### config.mk
export PLATFORM = sky130hd
export DESIGN_NAME = keyed_record_table_unit
export DESIGN_NICKNAME = d
export VERILOG_FILES = /design/src/rtl/krt_pkg.sv /design/src/rtl/krt_ram.sv /design/src/rtl/krt_ctrl.sv /design/src/rtl/krt_dpath.sv /design/src/rtl/keyed_record_table_unit.sv
export SDC_FILE = /design/constraint.sdc
export NUM_CORES = 2
export LEC_CHECK = 0
export BUFFER_PORTS_ARGS = -buffer_cell sky130_fd_sc_hd__buf_2
export CAP_MARGIN = 20
export CORE_ASPECT_RATIO = 1.25
export CORE_MARGIN = 4
export CORE_UTILIZATION = 52
export DETAILED_ROUTE_END_ITERATION = 8
export GPL_TIMING_DRIVEN = 0
export PLACE_DENSITY = 0.68
export SYNTH_ARGS = -nofsm -noshare
export SYNTH_HDL_FRONTEND = slang
export SYNTH_SLANG_ARGS = --single-unit
### constraint.sdc
create_clock -name clk -period 8.7 [get_ports clk]
set_input_delay 2.175 -clock clk [delete_from_list [all_inputs] [get_ports clk]]
set_output_delay 2.175 -clock clk [all_outputs]
set_load 0.005 [all_outputs]
### src/rtl/krt_pkg.sv
// Shared types, constants and helpers for the keyed record table.
// No dependencies; used by krt_ctrl, krt_dpath and keyed_record_table_unit.
package krt_pkg;

  localparam int ENTRIES   = 32;
  localparam int IDX_W     = (ENTRIES > 1) ? $clog2(ENTRIES) : 1;
  localparam int CNT_W     = $clog2(ENTRIES + 1);
  localparam int KEY_W     = 27;
  localparam int GRADE_W   = 7;
  localparam int OCC_W     = 6;
  localparam int REC_W     = KEY_W + 2 * GRADE_W;

  localparam logic [GRADE_W-1:0] GRADE_MAX = GRADE_W'(100);

  typedef enum logic [1:0] {
    KIND_INSERT = 2'd0,
    KIND_LOOKUP = 2'd1,
    KIND_UPDATE = 2'd2,
    KIND_DELETE = 2'd3
  } kind_t;

  typedef enum logic [2:0] {
    ST_OK       = 3'd0,
    ST_FULL     = 3'd1,
    ST_DUP      = 3'd2,
    ST_NOTFOUND = 3'd3,
    ST_EMPTY    = 3'd4
  } status_t;

  typedef struct packed {
    logic load;
    logic issue;
    logic exec;
  } dp_cmd_t;

  typedef struct packed {
    logic scan_last;
  } dp_sts_t;

  function automatic logic [GRADE_W-1:0] sat_grade(input logic [GRADE_W-1:0] g);
    return (g > GRADE_MAX) ? GRADE_MAX : g;
  endfunction

endpackage

### src/rtl/krt_ram.sv
// Generic single-write, single-read RAM with registered read data.
// No dependencies.
module krt_ram #(
  parameter int WIDTH = 8,
  parameter int DEPTH = 32
) (
  input  logic                                        clk,
  input  logic                                        we,
  input  logic [((DEPTH > 1) ? $clog2(DEPTH) : 1)-1:0] waddr,
  input  logic [WIDTH-1:0]                            wdata,
  input  logic [((DEPTH > 1) ? $clog2(DEPTH) : 1)-1:0] raddr,
  output logic [WIDTH-1:0]                            rdata
);

  logic [WIDTH-1:0] mem [DEPTH];

  always_ff @(posedge clk) begin
    if (we) begin
      mem[waddr] <= wdata;
    end
    rdata <= mem[raddr];
  end

endmodule

### src/rtl/krt_ctrl.sv
// Controller FSM for the keyed record table: accept, scan, drain, execute, deliver.
// Depends on krt_pkg.
module krt_ctrl (
  input  logic             clk,
  input  logic             rst,
  input  logic             in_valid,
  output logic             in_ready,
  output logic             out_valid,
  input  logic             out_ready,
  input  krt_pkg::dp_sts_t sts,
  output krt_pkg::dp_cmd_t cmd
);
  import krt_pkg::*;

  typedef enum logic [4:0] {
    S_IDLE  = 5'b00001,
    S_SCAN  = 5'b00010,
    S_DRAIN = 5'b00100,
    S_EXEC  = 5'b01000,
    S_OUT   = 5'b10000
  } state_t;

  state_t state, state_next;

  always_ff @(posedge clk) begin
    if (rst) begin
      state <= S_IDLE;
    end else begin
      state <= state_next;
    end
  end

  always_comb begin
    state_next = state;
    unique case (state)
      S_IDLE: begin
        if (in_valid) state_next = S_SCAN;
      end
      S_SCAN: begin
        if (sts.scan_last) state_next = S_DRAIN;
      end
      S_DRAIN: state_next = S_EXEC;
      S_EXEC:  state_next = S_OUT;
      S_OUT: begin
        if (out_ready) state_next = S_IDLE;
      end
      default: state_next = S_IDLE;
    endcase
  end

  assign in_ready  = (state == S_IDLE);
  assign out_valid = (state == S_OUT);

  always_comb begin
    cmd.load  = (state == S_IDLE) && in_valid;
    cmd.issue = (state == S_SCAN);
    cmd.exec  = (state == S_EXEC);
  end

endmodule

### src/rtl/krt_dpath.sv
// Datapath for the keyed record table: record RAM, slot valid bits, scan
// compare, operation execute and result registers. Depends on krt_pkg, krt_ram.
module krt_dpath (
  input  logic                          clk,
  input  logic                          rst,
  input  krt_pkg::dp_cmd_t              cmd,
  output krt_pkg::dp_sts_t              sts,
  input  krt_pkg::kind_t                kind,
  input  logic [krt_pkg::KEY_W-1:0]     key,
  input  logic [krt_pkg::GRADE_W-1:0]   grade_first,
  input  logic [krt_pkg::GRADE_W-1:0]   grade_second,
  output krt_pkg::status_t              status,
  output logic [krt_pkg::GRADE_W-1:0]   stored_grade_first,
  output logic [krt_pkg::GRADE_W-1:0]   stored_grade_second,
  output logic [krt_pkg::OCC_W-1:0]     occupied_count
);
  import krt_pkg::*;

  // operation held for the whole scan
  kind_t              op_kind;
  logic [KEY_W-1:0]   op_key;
  logic [GRADE_W-1:0] op_g1;
  logic [GRADE_W-1:0] op_g2;

  logic [IDX_W-1:0]   scan_addr;
  logic [IDX_W-1:0]   cmp_idx;
  logic               cmp_vld;

  logic               match_found;
  logic [IDX_W-1:0]   match_idx;
  logic [GRADE_W-1:0] match_g1;
  logic [GRADE_W-1:0] match_g2;
  logic               free_found;
  logic [IDX_W-1:0]   free_idx;

  logic [ENTRIES-1:0] valid;
  logic [CNT_W-1:0]   used_slots;

  logic               ram_we;
  logic [IDX_W-1:0]   ram_waddr;
  logic [REC_W-1:0]   ram_wdata;
  logic [REC_W-1:0]   ram_rdata;
  logic [KEY_W-1:0]   rd_key;
  logic [GRADE_W-1:0] rd_g1;
  logic [GRADE_W-1:0] rd_g2;
  logic               slot_used;
  logic               hit;

  status_t            res_status;
  logic [GRADE_W-1:0] res_g1;
  logic [GRADE_W-1:0] res_g2;
  logic               set_v;
  logic               clr_v;

  krt_ram #(
    .WIDTH (REC_W),
    .DEPTH (ENTRIES)
  ) u_rec_ram (
    .clk   (clk),
    .we    (ram_we),
    .waddr (ram_waddr),
    .wdata (ram_wdata),
    .raddr (scan_addr),
    .rdata (ram_rdata)
  );

  assign rd_key = ram_rdata[REC_W-1 -: KEY_W];
  assign rd_g1  = ram_rdata[2*GRADE_W-1 -: GRADE_W];
  assign rd_g2  = ram_rdata[GRADE_W-1:0];

  assign slot_used = valid[cmp_idx];
  assign hit       = cmp_vld && slot_used && (rd_key == op_key) && (op_key != '0);

  assign sts.scan_last = (scan_addr == IDX_W'(ENTRIES - 1));

  always_ff @(posedge clk) begin
    if (cmd.load) begin
      op_kind <= kind;
      op_key  <= key;
      op_g1   <= sat_grade(grade_first);
      op_g2   <= sat_grade(grade_second);
    end
    if (cmd.issue) begin
      cmp_idx <= scan_addr;
    end
    if (hit && !match_found) begin
      match_idx <= cmp_idx;
      match_g1  <= rd_g1;
      match_g2  <= rd_g2;
    end
    if (cmp_vld && !slot_used && !free_found) begin
      free_idx <= cmp_idx;
    end
    if (cmd.exec) begin
      status              <= res_status;
      stored_grade_first  <= res_g1;
      stored_grade_second <= res_g2;
    end
  end

  always_ff @(posedge clk) begin
    if (rst) begin
      scan_addr   <= '0;
      cmp_vld     <= 1'b0;
      match_found <= 1'b0;
      free_found  <= 1'b0;
    end else begin
      cmp_vld <= cmd.issue;
      if (cmd.load) begin
        scan_addr   <= '0;
        match_found <= 1'b0;
        free_found  <= 1'b0;
      end else begin
        if (cmd.issue) scan_addr <= scan_addr + 1'b1;
        if (hit) match_found <= 1'b1;
        if (cmp_vld && !slot_used) free_found <= 1'b1;
      end
    end
  end

  always_comb begin
    res_status = ST_OK;
    res_g1     = '0;
    res_g2     = '0;
    set_v      = 1'b0;
    clr_v      = 1'b0;
    ram_we     = 1'b0;
    ram_waddr  = free_idx;
    ram_wdata  = {op_key, op_g1, op_g2};
    if (op_kind == KIND_INSERT) begin
      if (used_slots >= CNT_W'(ENTRIES)) begin
        res_status = ST_FULL;
      end else if (op_key == '0 || match_found) begin
        res_status = ST_DUP;
      end else if (!free_found) begin
        res_status = ST_FULL;
      end else begin
        set_v  = cmd.exec;
        ram_we = cmd.exec;
        res_g1 = op_g1;
        res_g2 = op_g2;
      end
    end else if (used_slots == '0) begin
      res_status = ST_EMPTY;
    end else if (!match_found) begin
      res_status = ST_NOTFOUND;
    end else begin
      case (op_kind)
        KIND_LOOKUP: begin
          res_g1 = match_g1;
          res_g2 = match_g2;
        end
        KIND_UPDATE: begin
          ram_we    = cmd.exec;
          ram_waddr = match_idx;
          res_g1    = op_g1;
          res_g2    = op_g2;
        end
        default: begin
          clr_v = cmd.exec;
        end
      endcase
    end
  end

  always_ff @(posedge clk) begin
    if (rst) begin
      valid      <= '0;
      used_slots <= '0;
    end else begin
      if (set_v) begin
        valid[free_idx] <= 1'b1;
        used_slots      <= used_slots + 1'b1;
      end
      if (clr_v) begin
        valid[match_idx] <= 1'b0;
        used_slots       <= used_slots - 1'b1;
      end
    end
  end

  assign occupied_count = OCC_W'(used_slots);

  a_count_matches_valid: assert property (@(posedge clk) disable iff (rst)
    $countones(valid) == int'(used_slots))
    else $error("occupied count out of step with slot valid bits");

  a_scan_drained: assert property (@(posedge clk) disable iff (rst)
    cmd.exec |-> !cmp_vld && !cmd.issue)
    else $error("execute while scan compare still pending");

  a_free_slot_exists: assert property (@(posedge clk) disable iff (rst)
    (cmd.exec && op_kind == KIND_INSERT && used_slots < CNT_W'(ENTRIES)) |-> free_found)
    else $error("insert on non-full table found no free slot");

  a_set_once: assert property (@(posedge clk) disable iff (rst)
    set_v |=> valid[$past(free_idx)])
    else $error("inserted slot not marked valid");

endmodule

### src/rtl/keyed_record_table_unit.sv
// Keyed record table: content-addressable store of keyed records with two grades.
// Depends on krt_pkg, krt_ctrl, krt_dpath (which holds krt_ram).
//
// Usage:
//   Input channel (in_valid/in_ready) carries one operation per beat: kind
//   (insert, lookup, update, delete), key and two grades in tenths; grades
//   above 100 are stored as 100. Output channel (out_valid/out_ready) returns
//   one beat per operation: status, the grades of the record looked up,
//   inserted or updated (zero otherwise) and the number of occupied slots.
//   Each operation scans the record RAM one slot per cycle over all ENTRIES
//   slots, then passes through a drain state and an execute state. One
//   operation is in flight at a time: a new input beat is accepted only after
//   the previous result has been taken. The scan through the single RAM read
//   port sets the time each operation takes.
//   While out_valid waits for out_ready the result holds and in_ready stays low.
//   Reset (rst, synchronous) clears all slot valid bits and the count, so the
//   table is empty at once; there is no clearing pass.
module keyed_record_table_unit (
  input  logic                          clk,
  input  logic                          rst,
  input  logic                          in_valid,
  output logic                          in_ready,
  input  krt_pkg::kind_t                kind,
  input  logic [krt_pkg::KEY_W-1:0]     key,
  input  logic [krt_pkg::GRADE_W-1:0]   grade_first,
  input  logic [krt_pkg::GRADE_W-1:0]   grade_second,
  output logic                          out_valid,
  input  logic                          out_ready,
  output krt_pkg::status_t              status,
  output logic [krt_pkg::GRADE_W-1:0]   stored_grade_first,
  output logic [krt_pkg::GRADE_W-1:0]   stored_grade_second,
  output logic [krt_pkg::OCC_W-1:0]     occupied_count
);
  import krt_pkg::*;

  dp_cmd_t cmd;
  dp_sts_t sts;

  krt_ctrl u_ctrl (
    .clk       (clk),
    .rst       (rst),
    .in_valid  (in_valid),
    .in_ready  (in_ready),
    .out_valid (out_valid),
    .out_ready (out_ready),
    .sts       (sts),
    .cmd       (cmd)
  );

  krt_dpath u_dpath (
    .clk                 (clk),
    .rst                 (rst),
    .cmd                 (cmd),
    .sts                 (sts),
    .kind                (kind),
    .key                 (key),
    .grade_first         (grade_first),
    .grade_second        (grade_second),
    .status              (status),
    .stored_grade_first  (stored_grade_first),
    .stored_grade_second (stored_grade_second),
    .occupied_count      (occupied_count)
  );

endmodule
After elaboration in Yosys (flattened, before gate mapping). Memory sizes are Yosys's and may differ from the RTL's. A register that Yosys moved wholly into a read port is not among the register bits. Index checks and enable logic that the tools add are counted.

Add/subtract/negate cells: 3. Order comparisons: 8. Eq/ne operators: 12. Mux-type cells: 53. Bitwise logic cells: 3. Reduce and logical (&&, ||, !) cells: 21.

Operators by type and width (number): 2-to-1 mux 32 bit (3); 2-to-1 mux 7 bit (12); 2-to-1 mux 5 bit (7); bitwise AND 32 bit (1); NOT 32 bit (1); bitwise OR 32 bit (1); one-hot mux 7 bit (2 select lines) (2); == test 27 bit (1); zero test 27 bit (1); nonzero test 27 bit (1); one-hot mux 5 bit (5 select lines) (1); less-than comparator 5 x 6 -> 1 bit, second input constant (3); 2-to-1 mux 1 bit (18); > comparator 7 bit, second input constant (2); 2-to-1 mux 3 bit (4); 2-to-1 mux 6 bit (2); demux 1 bit (select 5 bit) (2); == test 5 bit, second input constant (2); greater-or-equal comparator 5 x 1 -> 1 bit, second input constant (2); logical AND 1 bit (9); adder 6 x 1 -> 6 bit, second input constant (1); greater-or-equal comparator 6 bit, second input constant (1); zero test 6 bit (1); subtractor 6 x 1 -> 6 bit, second input constant (1); other kinds (17) (21).

Bits in registers: 140. RAM bits: 1312. Input port bits: 47. Output and inout port bits: 25. Word-level logic and storage cells: 120. Memories kept: 1.

Memories: u_dpath.u_rec_ram.mem (words 32, bits a word 41, rd ports 1, clocked after Yosys merged registers in 1, wr ports 1, RTL line krt_ram.sv:15) `logic [WIDTH-1:0] mem [DEPTH];`.

Longest topological paths before layout.
Word-level depth: 9. Depth in mapped cells: 12. Depth with buffers taken out: 12.

By module. From an unflattened synthesis, not the netlist that was laid out.

Cell total of the unflattened synthesis: 3396. Area, all modules: 58190.8 um^2.

Modules (own cells, without submodules): krt_ram (times used 1, cells an instance 2883, area each 51798.4 um^2, sequential area each 40218.6 um^2); krt_dpath (times used 1, cells an instance 481, area each 6094.6 um^2, sequential area each 3593.4 um^2); krt_ctrl (times used 1, cells an instance 32, area each 297.8 um^2, sequential area each 100.1 um^2).

Worst setup path before layout. No wires, ideal clock.

Path kind: register to register. From: reg u_ctrl.state[0]. To: mem u_dpath.u_rec_ram.mem[31][0] in the netlist's numbering (enable). Setup time: 0.440 ns. Arrival: 3.516 ns. Required time: 8.260 ns. Slack: 4.744 ns. Stages on the path, launching flop included: 7. Path buffers: 1. Period minus slack after synthesis: 3.956 ns. Cells stage by stage: dfxtp_1 nor2_1 and3_1 clkbuf_1 a21boi_1 o21ai_1 nor2_1.

Longest elaborated chain between the ends: 7. Elaborated cells between the ends (all ways): 10. Classes of those cells: eq/ne: 1; mux: 9.

RTL lines: from (decl) (RTL line krt_ctrl.sv:23) `state_t state, state_next;`; from (signal assigned) (RTL line krt_ctrl.sv:29) `state <= state_next;`; == test 5 x 4 -> 1 bit * (RTL line krt_ctrl.sv:57) `cmd.exec = (state == S_EXEC);`; 2-to-1 mux 1 bit, on equally long branches (RTL line krt_dpath.sv:148, krt_dpath.sv:135); 2-to-1 mux 1 bit, on equally long branches (RTL line krt_dpath.sv:145, krt_dpath.sv:133); 2-to-1 mux 1 bit, on equally long branches (RTL line krt_dpath.sv:143, krt_dpath.sv:131); 2-to-1 mux 1 bit * (RTL line krt_dpath.sv:130) `if (op_kind == KIND_INSERT) begin`; 2-to-1 mux 1 bit * (RTL line krt_ram.sv:18) `if (we) begin`; 2-to-1 mux 1 bit (implied by the code) * (RTL line krt_ram.sv:19) `mem[waddr] <= wdata;`; to (decl) (RTL line krt_ram.sv:15).

Mark *: on every way between the ends. The rest lies on a longest branch, timed or not.

Worst setup path in the final report.
From: reg u_dpath.op_key[8]. To: mem u_dpath.u_rec_ram.mem[29][21] in the netlist's numbering (enable).

Longest elaborated chain between the ends: 7.

RTL lines: from (decl) (RTL line krt_dpath.sv:21) `logic [KEY_W-1:0] op_key;`; from (signal assigned) (RTL line krt_dpath.sv:79) `op_key <= key;`; zero test 27 bit (RTL line krt_dpath.sv:133) `end else if (op_key == '0 || match_found) begin`; logical OR 1 bit (RTL line krt_dpath.sv:133); 2-to-1 mux 1 bit (RTL line krt_dpath.sv:133); 2-to-1 mux 1 bit (RTL line krt_dpath.sv:131) `if (used_slots >= CNT_W'(ENTRIES)) begin`; 2-to-1 mux 1 bit (RTL line krt_dpath.sv:130); 2-to-1 mux 1 bit (RTL line krt_ram.sv:18); 2-to-1 mux 1 bit (implied by the code) (RTL line krt_ram.sv:19).

Every way passes these cells.

==> results.sh <==
export IMPL_outcome="complete, no violations"
export IMPL_cts_setup_buffers=0
export IMPL_grt_pass1_wl_mm=198
export IMPL_max_freq_ghz=0.229
export IMPL_period_needed_ps=4370
export IMPL_cts_tree="built"
export IMPL_fin_total_pwr_mw=15.0
export IMPL_synthesis_nets=2511
export IMPL_layout_drive_gt1_share=0.318
export IMPL_netlist_instances=2453
export IMPL_wl_per_cell_um=31.7
export IMPL_cap_violations=0
export IMPL_grtUsageMet3=0.0434
export IMPL_ys_flop_type="edfxtp_1"
export IMPL_post_dp_hpwl_mm=90.0
export IMPL_period_share=0.502
export IMPL_r2r_end="u_dpath.u_rec_ram.mem[29][21]$_DFFE_PP_"
export IMPL_fin_skew_ps=24.8
export IMPL_finalSetupViolCount=0
export IMPL_r2r_cells=8
export IMPL_yosysUniqueCellTypes=47
export IMPL_comb_power_share=0.037
export IMPL_syn_cell_area_um2=56600
export IMPL_num_vias=27024
export IMPL_cp_required_ps=9200
export IMPL_synth_top_area_share=0.743
export IMPL_coreArea_um2=108000
export IMPL_clk_path_buf_depth=3
export IMPL_finish_utilization=0.605
export IMPL_root_buffer="clkbuf_16"
export IMPL_min_delay_start="u_dpath.u_rec_ram.rdata[2]$_DFF_P_"
export IMPL_rsz0062_at_grt="no"
export IMPL_p_leak_nw=20.2
export IMPL_hold_end="u_dpath.match_g2[2]$_DFFE_PP_"
export IMPL_cts_sinks=1493
export IMPL_internal_power_mw=11.9
export IMPL_path_max_fanout=34
export IMPL_gr_usage_all_layers=0.244
export IMPL_synth_commonest_cells="edfxtp_1 (1401), mux4_2 (410), dfxtp_1 (92), nor2_1 (63), clkbuf_1 (62)"
export IMPL_drcViolationCount=0
export IMPL_rows=135
export IMPL_fp_dieW_um=303
export IMPL_async_flop_share=0
export IMPL_fillers=7256
export IMPL_worst_slew_pin_slew_ps=1140
export IMPL_overflow=0
export IMPL_synth_top_area_cell="edfxtp_1"
export IMPL_reg2reg_slack_ps=4330
export IMPL_seqPwrFrac=0.550
export IMPL_via_per_inst=6.27
export IMPL_yosys_top_cells_area="edfxtp_1 (74%), mux4_2 (16%), dfxtp_1 (3.3%)"
export IMPL_cpPeakStageDelay_ps=810
export IMPL_ys_seq_area_frac=0.776
export IMPL_clkLatencyLatePin_ps=760
export IMPL_dieHeight_um=377
export IMPL_crit_chain="nor4_1 -> nand4_1 -> o21ai_0 -> a21boi_1 -> nand2_1 -> nor2_4 -> buf_12 -> buf_12"
export IMPL_power_density_nw_per_um2=229
export IMPL_gp_congestion=0.837
export IMPL_p_switching_mw=3.16
export IMPL_max_slew_margin=0.238
export IMPL_drt_pass1_iter_count=5
export IMPL_multiInputGateArea_um2=12400
export IMPL_min_path_cells=0
export IMPL_hp_class="reg2reg"
export IMPL_cp_num_buf_inv=2
export IMPL_seqCellArea_um2=43900
export IMPL_r2r_start="u_dpath.op_key[8]$_DFFE_PP_"
export IMPL_fp_dieArea_um2=114000
export IMPL_final_hold_violation_count=0
export IMPL_p_sw_frac=0.210
export IMPL_wirelength_mm=137
export IMPL_clk_pin_slew_ps=60
export IMPL_synth_most_common_cell="edfxtp_1"
export IMPL_critPathLaunchType="register"
export IMPL_holdWs_ps=406
export IMPL_cpMostUsedCell="buf_12"
export IMPL_port_buffers=70
export IMPL_use_met1=0.324
export IMPL_worst_setup_path_end_kind="register"
export IMPL_cts_hold_buffers=0
export IMPL_syn_avg_cell_area_um2=23.1
export IMPL_crit_family="simple AND/OR/NAND/NOR gates"
export IMPL_fin_tns_setup_ps=0
export IMPL_drtAntennaViolNets=0
export IMPL_grt_pass1_vias=28085
export IMPL_path_class="reg2reg"
export IMPL_drt_iter0_drc=3124
export IMPL_grt_max_degree=35
export IMPL_ir_drop_mv=0.208
export IMPL_antenna_found_initial=3
export IMPL_finalNetCount=2807
export IMPL_cts_htree_levels=4
export IMPL_busiest_layer="met2"
export IMPL_syn_to_final_growth_pct=15.7
export IMPL_maxSlewViolCount=0
export IMPL_yosysWarnings=0
export IMPL_synth_edff_count=1401
export IMPL_cts_resized=0
export IMPL_io_pins=72
export IMPL_p_clk_frac=0.413
export IMPL_numCtsBuffers=142
export IMPL_cp_arrival_ps=4860
export IMPL_met2_usage=0.414
export IMPL_crit_slowest_cell="edfxtp_1"
export IMPL_start_util=0.523
export IMPL_ys_ff_latch=1493
==> area by class of cell <==
type                       instances  area share
antenna                            5    0.000191
buffer                           118     0.00835
clock buffer                     161      0.0571
sequential                      1493       0.670
tap                             1438      0.0275
timing repair buffer             152      0.0326
multi-input combinational        828       0.189
inverter                          14    0.000802
clock inverter                   100      0.0144
==> placed cells by master, fill, tap and decap left out, types with 7 or more instances in the layout <==
cell type	instances
clkinv_2	35
and3_1	9
nand3_1	12
buf_4	13
inv_6	7
nor3_1	8
nor2_1	30
buf_16	29
nand2_1	35
nor2b_1	8
buf_12	43
nor4_1	10
a211oi_1	35
bufinv_16	14
edfxtp_1	1401
mux4_2	410
dfxtp_1	92
xor2_1	16
inv_1	13
nor3b_1	8
o21ai_0	10
ha_1	10
a21oi_1	44
buf_1	11
clkinv_1	30
clkbuf_16	146
clkinvlp_4	7
a22o_1	14
buf_2	101
clkbuf_1	73
mux2i_1	25
mux2_2	41
nor2_4	32
xnor2_1	19
==> per-layer routing <==
| layer | vias to the layer above | wire (um) | part of all wire |
|---|---|---|---|
| met4 | 0 | 4530 | 0.033 |
| li1 | 11026 | - | - |
| met5 | - | 0 | 0 |
| met3 | 245 | 8950 | 0.065 |
| met1 | 14552 | 52000 | 0.38 |
| met2 | 1201 | 71300 | 0.52 |
==> worst register-to-register path, cell delays in order, from the launching register on <==
cell      delay [ps]
edfxtp_1         810
nor4_1           770
nand4_1          550
o21ai_0          440
a21boi_1         180
nand2_1          610
nor2_4           270
buf_12           270
buf_12           180
==> flip-flops by register name, summed over array words and instances, names as in the netlist <==
name	cells
u_dpath.u_rec_ram.mem	1312
u_dpath.u_rec_ram.rdata	41
u_dpath.valid	32
u_dpath.op_key	27
u_dpath.match_g1	7
u_dpath.match_g2	7
u_dpath.op_g1	7
u_dpath.op_g2	7
u_dpath.stored_grade_first	7
u_dpath.stored_grade_second	7
u_dpath.occupied_count	6
u_ctrl.state	5
u_dpath.cmp_idx	5
u_dpath.free_idx	5
u_dpath.match_idx	5
u_dpath.scan_addr	5
u_dpath.status	3
u_dpath.op_kind	2
u_dpath.cmp_vld	1
u_dpath.free_found	1
u_dpath.match_found	1
==> logic make-up (layout without fill, tap and decap cells) <==
| kind of cell | count (synthesis) | after routing | synth area share |
|---|---|---|---|
| AO/OA/AOI/OAI | 123 | 123 | 0.0143 |
| XOR/XNOR | 35 | 35 | 0.00541 |
| adder cells (fa/ha/maj) | 11 | 11 | 0.00256 |
| buffers and inverters | 132 | 545 | 0.0106 |
| flip-flops | 1493 | 1493 | 0.776 |
| multiplexers | 476 | 476 | 0.176 |
| other | 0 | 5 | 0 |
| AND/OR/NAND/NOR | 183 | 183 | 0.0160 |
==> how the worst max path moves through the flow <==
stage                                  from                                      end  slack, ps  cells past startpoint
3_3_place_gp   u_dpath.op_key[21]$_DFFE_PP_   u_dpath.u_rec_ram.mem[3][22]$_DFFE_PP_       1480                      6
4_1_cts        u_dpath.op_key[21]$_DFFE_PP_  u_dpath.u_rec_ram.mem[13][22]$_DFFE_PP_       4300                      7
3_5_place_dp   u_dpath.op_key[21]$_DFFE_PP_  u_dpath.u_rec_ram.mem[13][20]$_DFFE_PP_       4300                      7
2_1_floorplan  u_ctrl.state[0]$_SDFFE_PP1P_   u_dpath.u_rec_ram.mem[31][0]$_DFFE_PP_       4740                      6
6_report        u_dpath.op_key[8]$_DFFE_PP_  u_dpath.u_rec_ram.mem[29][21]$_DFFE_PP_       4330                      8
5_1_grt         u_dpath.op_key[7]$_DFFE_PP_  u_dpath.u_rec_ram.mem[13][30]$_DFFE_PP_       4060                      7
==> metrics by stage <==
step | area (um2) | setup WS, ps | instances
final | 65500 | 4330 | 4309
after detailed placement | 60500 | 4300 | 4029
after floorplan | 56600 | 4740 | 2453
after CTS | 65100 | 4300 | 4290
after global placement | 58800 | 1480 | 3961
after global routing | 65500 | 4060 | 4304
==> power by group through the flow <==
stage | Clock [mW] | Sequential, mW | Combinational [mW]
2_1_floorplan | 0 | 8.37 | 0.309
3_3_place_gp | 0 | 8.46 | 0.438
3_5_place_dp | 0 | 8.48 | 0.456
4_1_cts | 6.31 | 8.33 | 0.459
5_1_grt | 6.62 | 8.28 | 0.593
6_report | 6.20 | 8.27 | 0.555
(Power assumes the default switching activity.)
